<file path="src/hw/rtl/uoi_pkg.sv">
// ----------------------------------------------------------------------------
// uoi_pkg: shared types and constants of the odometry integrator
// Fixed-point constants, arctangent table, sequencer states and the structs
// between the sequencer and the CORDIC unit.
// ----------------------------------------------------------------------------
package uoi_pkg;

  localparam int CORDIC_STEPS_DEF = 16;
  localparam int ATAN_COUNT       = 24;

  localparam logic signed [33:0] CORDIC_X0     = 34'sd652032874;
  localparam logic signed [31:0] RAD_TO_BAM    = 32'sd683565276;
  localparam logic [15:0]        TIME_STEP_RST = 16'd6554;

  // func codes of an input item
  localparam logic FUNC_CMD  = 1'b0;
  localparam logic FUNC_TICK = 1'b1;

  typedef enum logic [3:0] {
    ST_IDLE,
    ST_MUL_V,
    ST_MUL_W,
    ST_MUL_H,
    ST_HEAD,
    ST_WAIT1,
    ST_MUL_X,
    ST_MUL_Y,
    ST_POS_Y,
    ST_WAIT2
  } seq_state_e;

  typedef struct packed {
    logic        start;
    logic [31:0] angle;
  } cor_req_t;

  typedef struct packed {
    logic        busy;
    logic [31:0] cos_val;
    logic [31:0] sin_val;
  } cor_rsp_t;

  // arctangent of 2^-i as a 32-bit binary angle
  function automatic logic signed [32:0] atan_ang(input logic [4:0] idx);
    logic signed [32:0] r;
    case (idx)
      5'd0:    r = 33'sd536870912;
      5'd1:    r = 33'sd316933406;
      5'd2:    r = 33'sd167458907;
      5'd3:    r = 33'sd85004756;
      5'd4:    r = 33'sd42667331;
      5'd5:    r = 33'sd21354465;
      5'd6:    r = 33'sd10679838;
      5'd7:    r = 33'sd5340245;
      5'd8:    r = 33'sd2670163;
      5'd9:    r = 33'sd1335087;
      5'd10:   r = 33'sd667544;
      5'd11:   r = 33'sd333772;
      5'd12:   r = 33'sd166886;
      5'd13:   r = 33'sd83443;
      5'd14:   r = 33'sd41722;
      5'd15:   r = 33'sd20861;
      5'd16:   r = 33'sd10430;
      5'd17:   r = 33'sd5215;
      5'd18:   r = 33'sd2608;
      5'd19:   r = 33'sd1304;
      5'd20:   r = 33'sd652;
      5'd21:   r = 33'sd326;
      5'd22:   r = 33'sd163;
      5'd23:   r = 33'sd81;
      default: r = 33'sd0;
    endcase
    return r;
  endfunction

endpackage

</file>
<file path="src/hw/rtl/uoi_ifs.sv">
// ----------------------------------------------------------------------------
// uoi_ifs: channel interfaces of the odometry integrator
// Command/tick input, pose output and time-step configuration channels.
// ----------------------------------------------------------------------------
interface uoi_cmd_if;
  logic               valid;
  logic               ready;
  logic               func;
  logic signed [15:0] linear_speed;
  logic signed [15:0] yaw_rate;

  modport source (output valid, func, linear_speed, yaw_rate, input ready);
  modport sink   (input valid, func, linear_speed, yaw_rate, output ready);
endinterface

interface uoi_pose_if;
  logic               valid;
  logic               ready;
  logic signed [31:0] pos_x;
  logic signed [31:0] pos_y;
  logic [15:0]        heading;
  logic signed [15:0] quat_z;
  logic signed [15:0] quat_w;

  modport source (output valid, pos_x, pos_y, heading, quat_z, quat_w, input ready);
  modport sink   (input valid, pos_x, pos_y, heading, quat_z, quat_w, output ready);
endinterface

interface uoi_cfg_if;
  logic        valid;
  logic        ready;
  logic [15:0] time_step;

  modport source (output valid, time_step, input ready);
  modport sink   (input valid, time_step, output ready);
endinterface

</file>
<file path="src/hw/rtl/uoi_cordic.sv">
// ----------------------------------------------------------------------------
// uoi_cordic: iterative rotation-mode CORDIC
// One micro-rotation per cycle; gives sine and cosine of a 32-bit binary
// angle in Q2.30, with half-turn folding for the left half-plane.
// ----------------------------------------------------------------------------
module uoi_cordic
  import uoi_pkg::*;
#(
  parameter int CORDIC_STEPS = CORDIC_STEPS_DEF
) (
  input  logic     clk_i,
  input  logic     rst_ni,
  input  cor_req_t req_i,
  output cor_rsp_t rsp_o
);

  localparam int NSTEP = (CORDIC_STEPS < ATAN_COUNT) ? CORDIC_STEPS : ATAN_COUNT;
  localparam int CW    = $clog2(NSTEP);

  logic               busy_q;
  logic [CW-1:0]      cnt_q;
  logic               flip_q;
  logic signed [33:0] x_q, y_q, x_d, y_d;
  logic signed [32:0] z_q, z_d;
  logic signed [33:0] x_sh, y_sh, cx, cy;
  logic signed [32:0] ang;
  logic [31:0]        fold_chk;
  logic [31:0]        folded;

  assign fold_chk = req_i.angle + 32'h4000_0000;
  assign folded   = fold_chk[31] ? (req_i.angle ^ 32'h8000_0000) : req_i.angle;

  // arithmetic shift gives the floor
  assign x_sh = x_q >>> cnt_q;
  assign y_sh = y_q >>> cnt_q;
  assign ang  = atan_ang(5'(cnt_q));

  always_comb begin
    if (!z_q[32]) begin
      x_d = x_q - y_sh;
      y_d = y_q + x_sh;
      z_d = z_q - ang;
    end else begin
      x_d = x_q + y_sh;
      y_d = y_q - x_sh;
      z_d = z_q + ang;
    end
  end

  always_ff @(posedge clk_i or negedge rst_ni) begin
    if (!rst_ni) begin
      busy_q <= 1'b0;
      cnt_q  <= '0;
    end else if (req_i.start) begin
      busy_q <= 1'b1;
      cnt_q  <= '0;
    end else if (busy_q) begin
      if (cnt_q == CW'(NSTEP - 1)) begin
        busy_q <= 1'b0;
      end
      cnt_q <= cnt_q + 1'b1;
    end
  end

  always_ff @(posedge clk_i) begin
    if (req_i.start) begin
      flip_q <= fold_chk[31];
      x_q    <= CORDIC_X0;
      y_q    <= '0;
      z_q    <= {folded[31], folded};
    end else if (busy_q) begin
      x_q <= x_d;
      y_q <= y_d;
      z_q <= z_d;
    end
  end

  assign cx = flip_q ? -x_q : x_q;
  assign cy = flip_q ? -y_q : y_q;

  assign rsp_o.busy    = busy_q;
  assign rsp_o.cos_val = cx[31:0];
  assign rsp_o.sin_val = cy[31:0];

endmodule

</file>
<file path="src/hw/rtl/unicycle_odometry_integrator.sv">
// ----------------------------------------------------------------------------
// unicycle_odometry_integrator: dead-reckoning pose integrator
// Sequencer around one shared 33x32 multiplier and an iterative CORDIC.
// ----------------------------------------------------------------------------
// cmd_i carries input items: func = command stores linear speed and yaw rate
// and is taken with no result; func = tick advances the pose.
// pose_o carries one result item per tick: x, y (Q16.16, saturating), the
// 16-bit heading and the yaw quaternion z/w (Q1.14).
// cfg_i writes the time step (Q0.16 s); it is always ready.
// A tick is two CORDIC runs of one micro-rotation per cycle (old heading
// for the motion, new half-heading for the quaternion) and five passes
// through the shared multiplier, partly overlapped with the first run.
// cmd_i.ready is low for the whole tick; the next item is taken at the
// earliest in the cycle after the tick's result is loaded, so ticks never
// overlap.
// The result sits in an output register; a new item is accepted while it
// waits. If the receiver still stalls when the next tick finishes, the
// sequencer holds that tick until the register frees.
// Reset clears pose, stored command and output valid; time step goes to 0.1 s.
// ----------------------------------------------------------------------------
module unicycle_odometry_integrator
  import uoi_pkg::*;
#(
  parameter int CORDIC_STEPS = CORDIC_STEPS_DEF
) (
  input  logic clk_i,
  input  logic rst_ni,
  uoi_cmd_if.sink    cmd_i,
  uoi_pose_if.source pose_o,
  uoi_cfg_if.sink    cfg_i
);

  seq_state_e state_q, state_d;

  logic [15:0]        time_step_q;
  logic signed [15:0] speed_q, yaw_q;
  logic signed [31:0] pos_x_q, pos_y_q;
  logic [15:0]        heading_q;
  logic signed [32:0] vdt_q;
  logic signed [64:0] prod_q, prod_d;
  logic signed [32:0] mul_a;
  logic signed [31:0] mul_b;

  logic vdt_en, pos_x_en, pos_y_en, head_en, pose_load, cmd_rdy;

  cor_req_t cor_req;
  cor_rsp_t cor_rsp;

  logic               pose_valid_q;
  logic signed [31:0] pose_x_q, pose_y_q;
  logic [15:0]        pose_head_q;
  logic signed [15:0] quat_z_q, quat_w_q;

  logic signed [64:0] rnd_pos, rnd_head;
  logic signed [31:0] pos_new;
  logic [15:0]        delta;

  logic cmd_acc;

  function automatic logic signed [31:0] sat_add(input logic signed [31:0] p,
                                                 input logic signed [22:0] d);
    logic signed [33:0] s;
    logic signed [31:0] r;
    s = 34'(p) + 34'(d);
    if (s > 34'sd2147483647) begin
      r = 32'sh7FFF_FFFF;
    end else if (s < -34'sd2147483648) begin
      r = 32'sh8000_0000;
    end else begin
      r = s[31:0];
    end
    return r;
  endfunction

  function automatic logic signed [15:0] quat_val(input logic signed [31:0] q);
    logic signed [32:0] t;
    logic signed [16:0] r;
    logic signed [15:0] o;
    t = 33'(q) + 33'sd32768;
    r = t[32:16];
    if (r > 17'sd16384) begin
      o = 16'sd16384;
    end else if (r < -17'sd16384) begin
      o = -16'sd16384;
    end else begin
      o = r[15:0];
    end
    return o;
  endfunction

  uoi_cordic #(
    .CORDIC_STEPS(CORDIC_STEPS)
  ) u_cordic (
    .clk_i (clk_i),
    .rst_ni(rst_ni),
    .req_i (cor_req),
    .rsp_o (cor_rsp)
  );

  assign cmd_acc = cmd_i.valid && cmd_rdy;

  // next state
  always_comb begin
    state_d = state_q;
    case (state_q)
      ST_IDLE: begin
        if (cmd_acc && cmd_i.func == FUNC_TICK) begin
          state_d = ST_MUL_V;
        end
      end
      ST_MUL_V: state_d = ST_MUL_W;
      ST_MUL_W: state_d = ST_MUL_H;
      ST_MUL_H: state_d = ST_HEAD;
      ST_HEAD:  state_d = ST_WAIT1;
      ST_WAIT1: begin
        if (!cor_rsp.busy) begin
          state_d = ST_MUL_X;
        end
      end
      ST_MUL_X: state_d = ST_MUL_Y;
      ST_MUL_Y: state_d = ST_POS_Y;
      ST_POS_Y: state_d = ST_WAIT2;
      ST_WAIT2: begin
        if (!cor_rsp.busy && (!pose_valid_q || pose_o.ready)) begin
          state_d = ST_IDLE;
        end
      end
      default: state_d = ST_IDLE;
    endcase
  end

  // sequencer outputs
  always_comb begin
    cmd_rdy       = 1'b0;
    mul_a         = '0;
    mul_b         = '0;
    cor_req.start = 1'b0;
    cor_req.angle = '0;
    vdt_en        = 1'b0;
    pos_x_en      = 1'b0;
    pos_y_en      = 1'b0;
    head_en       = 1'b0;
    pose_load     = 1'b0;
    case (state_q)
      ST_IDLE: cmd_rdy = 1'b1;
      ST_MUL_V: begin
        mul_a         = 33'(speed_q);
        mul_b         = {16'b0, time_step_q};
        cor_req.start = 1'b1;
        cor_req.angle = {heading_q, 16'b0};
      end
      ST_MUL_W: begin
        mul_a  = 33'(yaw_q);
        mul_b  = {16'b0, time_step_q};
        vdt_en = 1'b1;
      end
      ST_MUL_H: begin
        mul_a = prod_q[32:0];
        mul_b = RAD_TO_BAM;
      end
      ST_HEAD:  head_en = 1'b1;
      ST_WAIT1: ;
      ST_MUL_X: begin
        mul_a = vdt_q;
        mul_b = $signed(cor_rsp.cos_val);
      end
      ST_MUL_Y: begin
        pos_x_en = 1'b1;
        mul_a    = vdt_q;
        mul_b    = $signed(cor_rsp.sin_val);
      end
      ST_POS_Y: begin
        pos_y_en      = 1'b1;
        cor_req.start = 1'b1;
        cor_req.angle = {1'b0, heading_q, 15'b0};
      end
      ST_WAIT2: pose_load = !cor_rsp.busy && (!pose_valid_q || pose_o.ready);
      default: ;
    endcase
  end

  assign prod_d = mul_a * mul_b;

  // rounding of the motion and heading products
  assign rnd_pos  = prod_q + (65'sd1 <<< 41);
  assign rnd_head = prod_q + (65'sd1 <<< 43);
  assign delta    = rnd_head[59:44];
  assign pos_new  = sat_add(pos_x_en ? pos_x_q : pos_y_q, rnd_pos[64:42]);

  always_ff @(posedge clk_i or negedge rst_ni) begin
    if (!rst_ni) begin
      state_q      <= ST_IDLE;
      time_step_q  <= TIME_STEP_RST;
      speed_q      <= '0;
      yaw_q        <= '0;
      pos_x_q      <= '0;
      pos_y_q      <= '0;
      heading_q    <= '0;
      pose_valid_q <= 1'b0;
    end else begin
      state_q <= state_d;
      if (cfg_i.valid) begin
        time_step_q <= cfg_i.time_step;
      end
      if (cmd_acc && cmd_i.func == FUNC_CMD) begin
        speed_q <= cmd_i.linear_speed;
        yaw_q   <= cmd_i.yaw_rate;
      end
      if (pos_x_en) begin
        pos_x_q <= pos_new;
      end
      if (pos_y_en) begin
        pos_y_q <= pos_new;
      end
      if (head_en) begin
        heading_q <= heading_q + delta;
      end
      if (pose_load) begin
        pose_valid_q <= 1'b1;
      end else if (pose_o.ready) begin
        pose_valid_q <= 1'b0;
      end
    end
  end

  always_ff @(posedge clk_i) begin
    prod_q <= prod_d;
    if (vdt_en) begin
      vdt_q <= prod_q[32:0];
    end
    if (pose_load) begin
      pose_x_q    <= pos_x_q;
      pose_y_q    <= pos_y_q;
      pose_head_q <= heading_q;
      quat_z_q    <= quat_val($signed(cor_rsp.sin_val));
      quat_w_q    <= quat_val($signed(cor_rsp.cos_val));
    end
  end

  assign cmd_i.ready    = cmd_rdy;
  assign cfg_i.ready    = 1'b1;
  assign pose_o.valid   = pose_valid_q;
  assign pose_o.pos_x   = pose_x_q;
  assign pose_o.pos_y   = pose_y_q;
  assign pose_o.heading = pose_head_q;
  assign pose_o.quat_z  = quat_z_q;
  assign pose_o.quat_w  = quat_w_q;

endmodule

</file>
<file path="src/flat_wrapper.sv">
// flat-port wrapper written by rule: the top's interface ports become plain ports
module unicycle_odometry_integrator_flat import uoi_pkg::*;
#(
  parameter int CORDIC_STEPS = CORDIC_STEPS_DEF
)
  (clk_i, rst_ni, cmd_i_valid, cmd_i_func, cmd_i_linear_speed, cmd_i_yaw_rate, cmd_i_ready, pose_o_valid, pose_o_pos_x, pose_o_pos_y, pose_o_heading, pose_o_quat_z, pose_o_quat_w, pose_o_ready, cfg_i_valid, cfg_i_time_step, cfg_i_ready);
  uoi_cmd_if cmd_i_i ();
  uoi_pose_if pose_o_i ();
  uoi_cfg_if cfg_i_i ();
  input  logic clk_i;
  input  logic rst_ni;
  input wire logic [$bits(cmd_i_i.valid)-1:0] cmd_i_valid;
  input wire logic [$bits(cmd_i_i.func)-1:0] cmd_i_func;
  input wire logic [$bits(cmd_i_i.linear_speed)-1:0] cmd_i_linear_speed;
  input wire logic [$bits(cmd_i_i.yaw_rate)-1:0] cmd_i_yaw_rate;
  output wire logic [$bits(cmd_i_i.ready)-1:0] cmd_i_ready;
  output wire logic [$bits(pose_o_i.valid)-1:0] pose_o_valid;
  output wire logic [$bits(pose_o_i.pos_x)-1:0] pose_o_pos_x;
  output wire logic [$bits(pose_o_i.pos_y)-1:0] pose_o_pos_y;
  output wire logic [$bits(pose_o_i.heading)-1:0] pose_o_heading;
  output wire logic [$bits(pose_o_i.quat_z)-1:0] pose_o_quat_z;
  output wire logic [$bits(pose_o_i.quat_w)-1:0] pose_o_quat_w;
  input wire logic [$bits(pose_o_i.ready)-1:0] pose_o_ready;
  input wire logic [$bits(cfg_i_i.valid)-1:0] cfg_i_valid;
  input wire logic [$bits(cfg_i_i.time_step)-1:0] cfg_i_time_step;
  output wire logic [$bits(cfg_i_i.ready)-1:0] cfg_i_ready;
  assign cmd_i_i.valid = cmd_i_valid;
  assign cmd_i_i.func = cmd_i_func;
  assign cmd_i_i.linear_speed = cmd_i_linear_speed;
  assign cmd_i_i.yaw_rate = cmd_i_yaw_rate;
  assign cmd_i_ready = cmd_i_i.ready;
  assign pose_o_valid = pose_o_i.valid;
  assign pose_o_pos_x = pose_o_i.pos_x;
  assign pose_o_pos_y = pose_o_i.pos_y;
  assign pose_o_heading = pose_o_i.heading;
  assign pose_o_quat_z = pose_o_i.quat_z;
  assign pose_o_quat_w = pose_o_i.quat_w;
  assign pose_o_i.ready = pose_o_ready;
  assign cfg_i_i.valid = cfg_i_valid;
  assign cfg_i_i.time_step = cfg_i_time_step;
  assign cfg_i_ready = cfg_i_i.ready;
  unicycle_odometry_integrator #(.CORDIC_STEPS(CORDIC_STEPS)) u_core (.clk_i(clk_i), .rst_ni(rst_ni), .cmd_i(cmd_i_i), .pose_o(pose_o_i), .cfg_i(cfg_i_i));
endmodule
</file>
<file path="config.mk">
export PLATFORM = sky130hd
export DESIGN_NAME = unicycle_odometry_integrator_flat
export DESIGN_NICKNAME = d
export VERILOG_FILES = /design/src/hw/rtl/uoi_pkg.sv /design/src/hw/rtl/uoi_ifs.sv /design/src/hw/rtl/uoi_cordic.sv /design/src/hw/rtl/unicycle_odometry_integrator.sv /design/src/flat_wrapper.sv
export SDC_FILE = /design/constraint.sdc
export NUM_CORES = 2
export LEC_CHECK = 0
export ABC_CLOCK_PERIOD_IN_PS = 12000
export BUFFER_PORTS_ARGS = -buffer_cell sky130_fd_sc_hd__buf_2
export CAP_MARGIN = 20
export CORE_MARGIN = 1.5
export CORE_UTILIZATION = 35
export CTS_CLUSTER_DIAMETER = 80
export CTS_CLUSTER_SIZE = 16
export DETAILED_ROUTE_END_ITERATION = 10
export PLACE_DENSITY = 0.52
export RECOVER_POWER = 25
export REMOVE_ABC_BUFFERS = 1
export SLEW_MARGIN = 10
export SYNTH_ARGS = -nofsm -noshare
export SYNTH_HDL_FRONTEND = slang
export SYNTH_SLANG_ARGS = --single-unit
</file>
<file path="constraint.sdc">
create_clock -name clk_i -period 12 [get_ports clk_i]
set_input_delay 1.2 -clock clk_i [delete_from_list [all_inputs] [get_ports clk_i]]
set_output_delay 1.2 -clock clk_i [all_outputs]
set_load 0.05 [all_outputs]
</file>
# Word-level counts from Yosys, hierarchy flattened
# Memories as Yosys holds them, arrays and structs flattened.
# Index checks and enable logic that the tools add are counted.
# word_totals
out_inout_bits,115
mem_count,1
inputBits,54
mem_bits_ro,480
register_bits,450
# memory_table
name,words,width,read_ports,rd_clocked_by_memory_dff,write_ports,line,text
(no name shown),16,30,1,0,0,uoi_pkg.sv:46,case (idx)
# op_classes
multipliers,1
n_reduce_logical,15
n_eq_ne,13
muxes,33
add_sub_neg,16
n_lt_le_gt_ge,6
n_bitwise,2
n_shift,2
# ops
cell,n
32-bit two-way mux,6
33-bit one-hot mux with 4 select lines,1
32-bit one-hot mux with 4 select lines,1
33-bit two-way mux,3
34-bit adder,2
34-bit two-way mux,2
34-bit by 4-bit >>> shifter with 34-bit output,2
34-bit subtractor,2
"32-bit by 17-bit adder with 33-bit output, second input constant",2
33-bit one-hot mux with 2 select lines,1
"65-bit by 43-bit adder with 65-bit output, second input constant",1
33-bit by 32-bit multiplier with 65-bit output,1
32-bit negation,2
"60-bit by 45-bit adder with 60-bit output, second input constant",1
4-bit one-hot mux with 10 select lines,1
"17-bit by 16-bit greater-than comparator with 1-bit output, second input constant",2
"34-bit by 32-bit greater-than comparator with 1-bit output, second input constant",1
"17-bit by 15-bit less-than comparator with 1-bit output, second input constant",2
"34-bit by 32-bit less-than comparator with 1-bit output, second input constant",1
32-bit by 23-bit adder with 33-bit output,1
33-bit adder,1
33-bit subtractor,1
"32-bit by 31-bit adder with 32-bit output, second input constant",1
16-bit two-way mux,2
18 further kinds,48

# Longest topological paths before layout
# depth
ltp_word,7
mapped_depth,40

# Modules after synthesis
# From an unflattened synthesis, not the netlist that was laid out.
# unflattened
cells_unflattened,7656
hier_area_um2,68994.9
# modules_own_cells
mod,seq_area_each_um2,area_per_inst_um2,cells_per_inst,n_inst
unicycle_odometry_integrator,8832.2,52838.2,5654,1
uoi_cordic,2507.4,16156.7,2002,1

# Worst setup path after synthesis
# Ideal clock, no wire load.
# synth_path
path_type,in2reg
startpoint,in pose_o_ready
endpoint,reg u_core.pose_valid_q (netlist: u_core.pose_o.valid)
path_buffers,0
path_stages,3
setup_time_ns,0.132
required_time_ns,11.868
arrival_ns,12.768
path_slack_ns,-0.900
cell_sequence,nor2_1 nor4_1 or2_2
# synth_via
elab_chain_len,4
elab_cells_between_ends,5
cone_classes,mux: 2; reduce/logical: 3
# synth_lines
item,line,text
from (decl),flat_wrapper.sv:23,input wire logic [$bits(pose_o_i.ready)-1:0] pose_o_ready;
1-bit logical OR (*),unicycle_odometry_integrator.sv:177,ST_WAIT2: pose_load = !cor_rsp.busy && (!pose_valid_q || pose_o.ready);
1-bit logical AND (*),unicycle_odometry_integrator.sv:177,
1-bit two-way mux (*),unicycle_odometry_integrator.sv:144,case (state_q)
via u_core.pose_load,unicycle_odometry_integrator.sv:44,"logic vdt_en, pos_x_en, pos_y_en, head_en, pose_load, cmd_rdy;"
1-bit two-way mux or 2-bit nonzero test (tied branches),-,
to (signal assigned),unicycle_odometry_integrator.sv:199,pose_valid_q <= 1'b0;
to (signal assigned),unicycle_odometry_integrator.sv:219,pose_valid_q <= 1'b1;
to (signal assigned),unicycle_odometry_integrator.sv:221,pose_valid_q <= 1'b0;
to (decl),unicycle_odometry_integrator.sv:49,logic pose_valid_q;
# Mark *: on every way through the listed nets, which the timed path passes. The rest lies on a longest branch.
# A chain may end at the register's enable or synchronous reset.

# Worst setup path after layout
# layout_path
startpoint,reg u_core.u_cordic.x_q[19]
endpoint,reg u_core.prod_q[64]
# layout_via
elab_chain_len,4
# layout_lines
item,line,text
from (decl),uoi_cordic.sv:23,"logic signed [33:0] x_q, y_q, x_d, y_d;"
from (signal assigned),uoi_cordic.sv:68,x_q <= CORDIC_X0;
from (signal assigned),uoi_cordic.sv:72,x_q <= x_d;
32-bit negation,uoi_cordic.sv:78,assign cx = flip_q ? -x_q : x_q;
32-bit two-way mux (*),uoi_cordic.sv:78,
32-bit one-hot mux with 4 select lines (*),unicycle_odometry_integrator.sv:144,
33-bit by 32-bit multiplier with 65-bit output (*),unicycle_odometry_integrator.sv:182,assign prod_d = mul_a * mul_b;
via u_core.prod_d[64],unicycle_odometry_integrator.sv:40,"logic signed [64:0] prod_q, prod_d;"
to (signal assigned),unicycle_odometry_integrator.sv:227,prod_q <= prod_d;
to (decl),unicycle_odometry_integrator.sv:40,
# Marks and branches as above.

==> metrics.md <==
| Metric | Value |
|---|---|
| Worst Setup End Kind | `flop` |
| Largest net degree at the start of global routing | `between 80 and 90` |
| Distinct cells, synth | `99` |
| Drt drc | `0` |
| Fin crit period | `11.28 ns` |
| Reg-to-reg setup timing slack | `0.72 ns` |
| Mapped Area | `just under 70000 sq um` |
| Gr usage total | `roughly a quarter` |
| FFs w/ async S/R, synth | `between 30% and 40%` |
| Primary FF master, synth | `edfxtp_1` |
| Clock-pin slew on the worst setup and hold paths | `0.08 ns` |
| Number of cells on the critical path | `31` |
| Initial antenna violation count | `9` |
| RSZ-0062 raised after global routing | `false` |
| Setup-failing EPs final | `0` |
| Worst relative slew slack | `-206%` |
| Crit-path max FO | `17` |
| XOR/XNOR Fraction of Synth Area | `5.20%` |
| CP dominant cell by count | `fa_1` |
| CP Class | `flop to flop` |
| # IOs | `about 170` |
| Die width | `approximately 440 microns` |
| Post-synth top cells | `1123 x inv_1, 1117 x fa_1, 982 x nand2_1` |
| Resize count post-CTS | `0` |
| Remaining Overflow, GRT | `0` |
| Max cap viols | `2` |
| H-tree depth | `2` |
| Most area-hungry cell type in the Yosys netlist | `fa_1` |
| Highest Clock Rate | `88.6 MHz` |
| Detailed Place HPWL | `190 mm` |
| Postcts setup bufs | `0` |
| Sink of the worst hold path | `u_core.vdt_q[9]` |
| Vias in the first global route | `57000` |
| Mapped Cells | `roughly 7500` |
| Sequential-to-total area share from yosys stat | `between 10% and 20%` |
| Starting Density | `35.2%` |
| Post-DP Area | `72400 sq um` |
| Max-slew violation count | `approximately 110` |
| Routed vias | `roughly 54000` |
| Worst r2r dst | `u_core.prod_q[64]` |
| Routability cong. | `approximately 0.95` |
| Mean Syn Cell Area | `just over 9 sq um` |
| Total routed wirelength | `between 200 and 250 mm` |
| Drt pass-1 iters | `5` |
| Synth top area cells | `fa_1 33%, edfxtp_1 7.9%, ha_1 6.3%, inv_1 6.2%, nand2_1 5.4%` |
| TritonCTS clock tree | `done` |
| Per-cell routed wire length | `about 24 microns` |
| Final hold violations | `0` |
| Cts bufs inserted | `47` |
| Synth Register Bits | `around 440` |
| Storage element area | `about 11000 sq um` |
| Final net count | `roughly 9000` |
| Crit-path leading delay family | `adder cells` |
| Hold Buf Count CTS | `0` |
| Top-area cell type share of the netlist area | `~33%` |
| Worst-Margin Slew | `around 4.6 ns` |
| Reg-to-Reg Start | `u_core.u_cordic.x_q[19]` |
| Setup Skew | `approximately 0.044 ns` |
| Tightest Hold Check Type | `flop to flop` |
| Avg Vias per Cell | `~5.4` |
| Min-delay src | `u_core.prod_q[9]` |
| First-pass GRT wire length | `365 mm` |
| Layout cells sized above 1 | `under 10%` |
| Fillers | `19700` |
| Critical path's slowest cell | `a211oi_4` |
| Top-count cell post-synth | `inv_1` |
| CP Launch Type | `flop` |
| WP data arrival | `approximately 12 ns` |
| Row cnt | `around 160` |
| Synth warnings | `0` |
| CTS max path bufs | `3` |
| WP data required | `12.58 ns` |
| Final worst path period share | `between 90% and 100%` |
| Hold path depth | `0` |
| Number of synthesized flops with an enable pin | `179` |
| Worst-Skew Late Latency | `~0.71 ns` |
| Area of the core | `194000 sq um` |
| Crit path largest cell delay | `~0.9 ns` |
| Die Ht | `between 400 and 500 microns` |
| Area grow syn2layout | `8.33%` |
| Failing checks | `max-capacitance violations, max-slew violations` |
| CTS sink count | `442` |
| Worst path buffer plus inverter count | `5` |
| Multi-input gate area in the final layout | `51200 sq um` |
| CTS Root Cell | `clkbuf_16` |
| Final Cell Area | `around 74000 sq um` |
| Initial DRC count | `4473` |
| Post-synthesis mux area share | `5.56%` |
| Die area | `between 150000 and 200000 sq um` |
| Largest family of logic cells by synthesized area | `adder cells` |
| Synth Area in Compound Gates | `between 10% and 20%` |
| Status | `finished with violations` |
| FF-to-FF path depth | `31` |
| # port buffers | `167` |
| Final ANT Viol Nets | `0` |
| Post-Synth Simple-Gate Area | `around 14%` |
| Post-synthesis adder-cell area fraction | `between 30% and 40%` |
final cells by class:
cell class	instances	share of cell area (%)
Multi-Input combinational cell	5507	69.2
Sequential cell	442	15.3
Inverter	1125	5.70
Tap cell	2542	4.30
Timing Repair Buffer	377	3.31
Clock buffer	57	1.65
Clock inverter	31	0.531
Antenna cell	2	0.00676
metal layers:
metal	global-route usage (%)	vias to the layer above	part of all wire, %
met5	0	-	0.0083
met4	8.97	2	4.3
met3	3.43	405	6.4
met2	41.0	1884	48
met1	32.1	27900	42
li1	-	24200	-
cells by family (layout without fill, tap and decap cells):
logic type,after synthesis,count (layout)
and+or+nand+nor,2231,2231
muxes,268,268
adders and majority gates,1466,1466
xor gates and xnor gates,406,406
AOI/OAI and AO/OA,1135,1135
buffers and inverters,1552,1590
other,1,3
DFF,442,442
cells in the final DEF, fill, tap and decap left out, types with 32 or more instances in the layout:
cell / instances
inv_1: 1122
a31oi_1: 44
ha_1: 345
dfxtp_1: 125
edfxtp_1: 179
a22oi_1: 54
dfrtp_1: 126
mux4_2: 43
nand3_1: 86
nand2_1: 980
xor2_1: 172
mux2_2: 115
buf_4: 203
o31ai_1: 36
nand2b_1: 58
clkbuf_16: 47
and3_1: 35
xnor2_1: 234
a21o_1: 113
nor2b_1: 48
fa_1: 1117
o21ai_0: 274
buf_2: 165
a211oi_1: 32
and2_1: 78
nor3_1: 78
mux2i_1: 83
nor2_1: 717
a21oi_1: 279
state kept, by name, indices dropped and copies added, names as in the netlist, 32 cells and up:
name and cells:
u_core.u_cordic.y_q 34, u_core.u_cordic.x_q 34, u_core.vdt_q 33, u_core.pos_y_q 32, u_core.u_cordic.z_q 33, u_core.pose_o.pos_y 32, u_core.prod_q 57, u_core.pose_o.pos_x 32
u_core.pos_x_q 32
worst max path at each step:
| stage | start | endpoint | slack, ns |
|---|---|---|---|
| final | u_core.u_cordic.x_q[19] | u_core.prod_q[64] | 0.72 |
| after floorplan | u_core.u_cordic.busy_q | u_core.pose_o.valid | -1.21 |
| after global routing | u_core.u_cordic.x_q[8] | u_core.prod_q[64] | 0.22 |
| after global placement | u_core.u_cordic.y_q[2] | u_core.prod_q[64] | 0.77 |
| after CTS | u_core.u_cordic.x_q[8] | u_core.prod_q[60] | 0.80 |
| after detailed placement | u_core.u_cordic.x_q[2] | u_core.prod_q[60] | 0.88 |
metrics by stage:
stage / util [%] / setup WS [ns] / hold WS, ns / TNS, ns / cells
3_5_place_dp: 37.3 / 0.883 / 0.415 / 0 / 9993
3_3_place_gp: 37.3 / 0.767 / 0.413 / 0 / 9991
2_1_floorplan: - / -1.21 / 0.409 / -117.19 / 7074
6_report: 38.1 / 0.717 / 0.422 / 0 / 10100
5_1_grt: 38.1 / 0.215 / 0.425 / 0 / 10100
4_1_cts: 38.1 / 0.800 / 0.421 / 0 / 10100
Power is left out: the tool's default activity adds up to more than one toggle a clock period on the data nets, which glitch-free logic cannot reach.
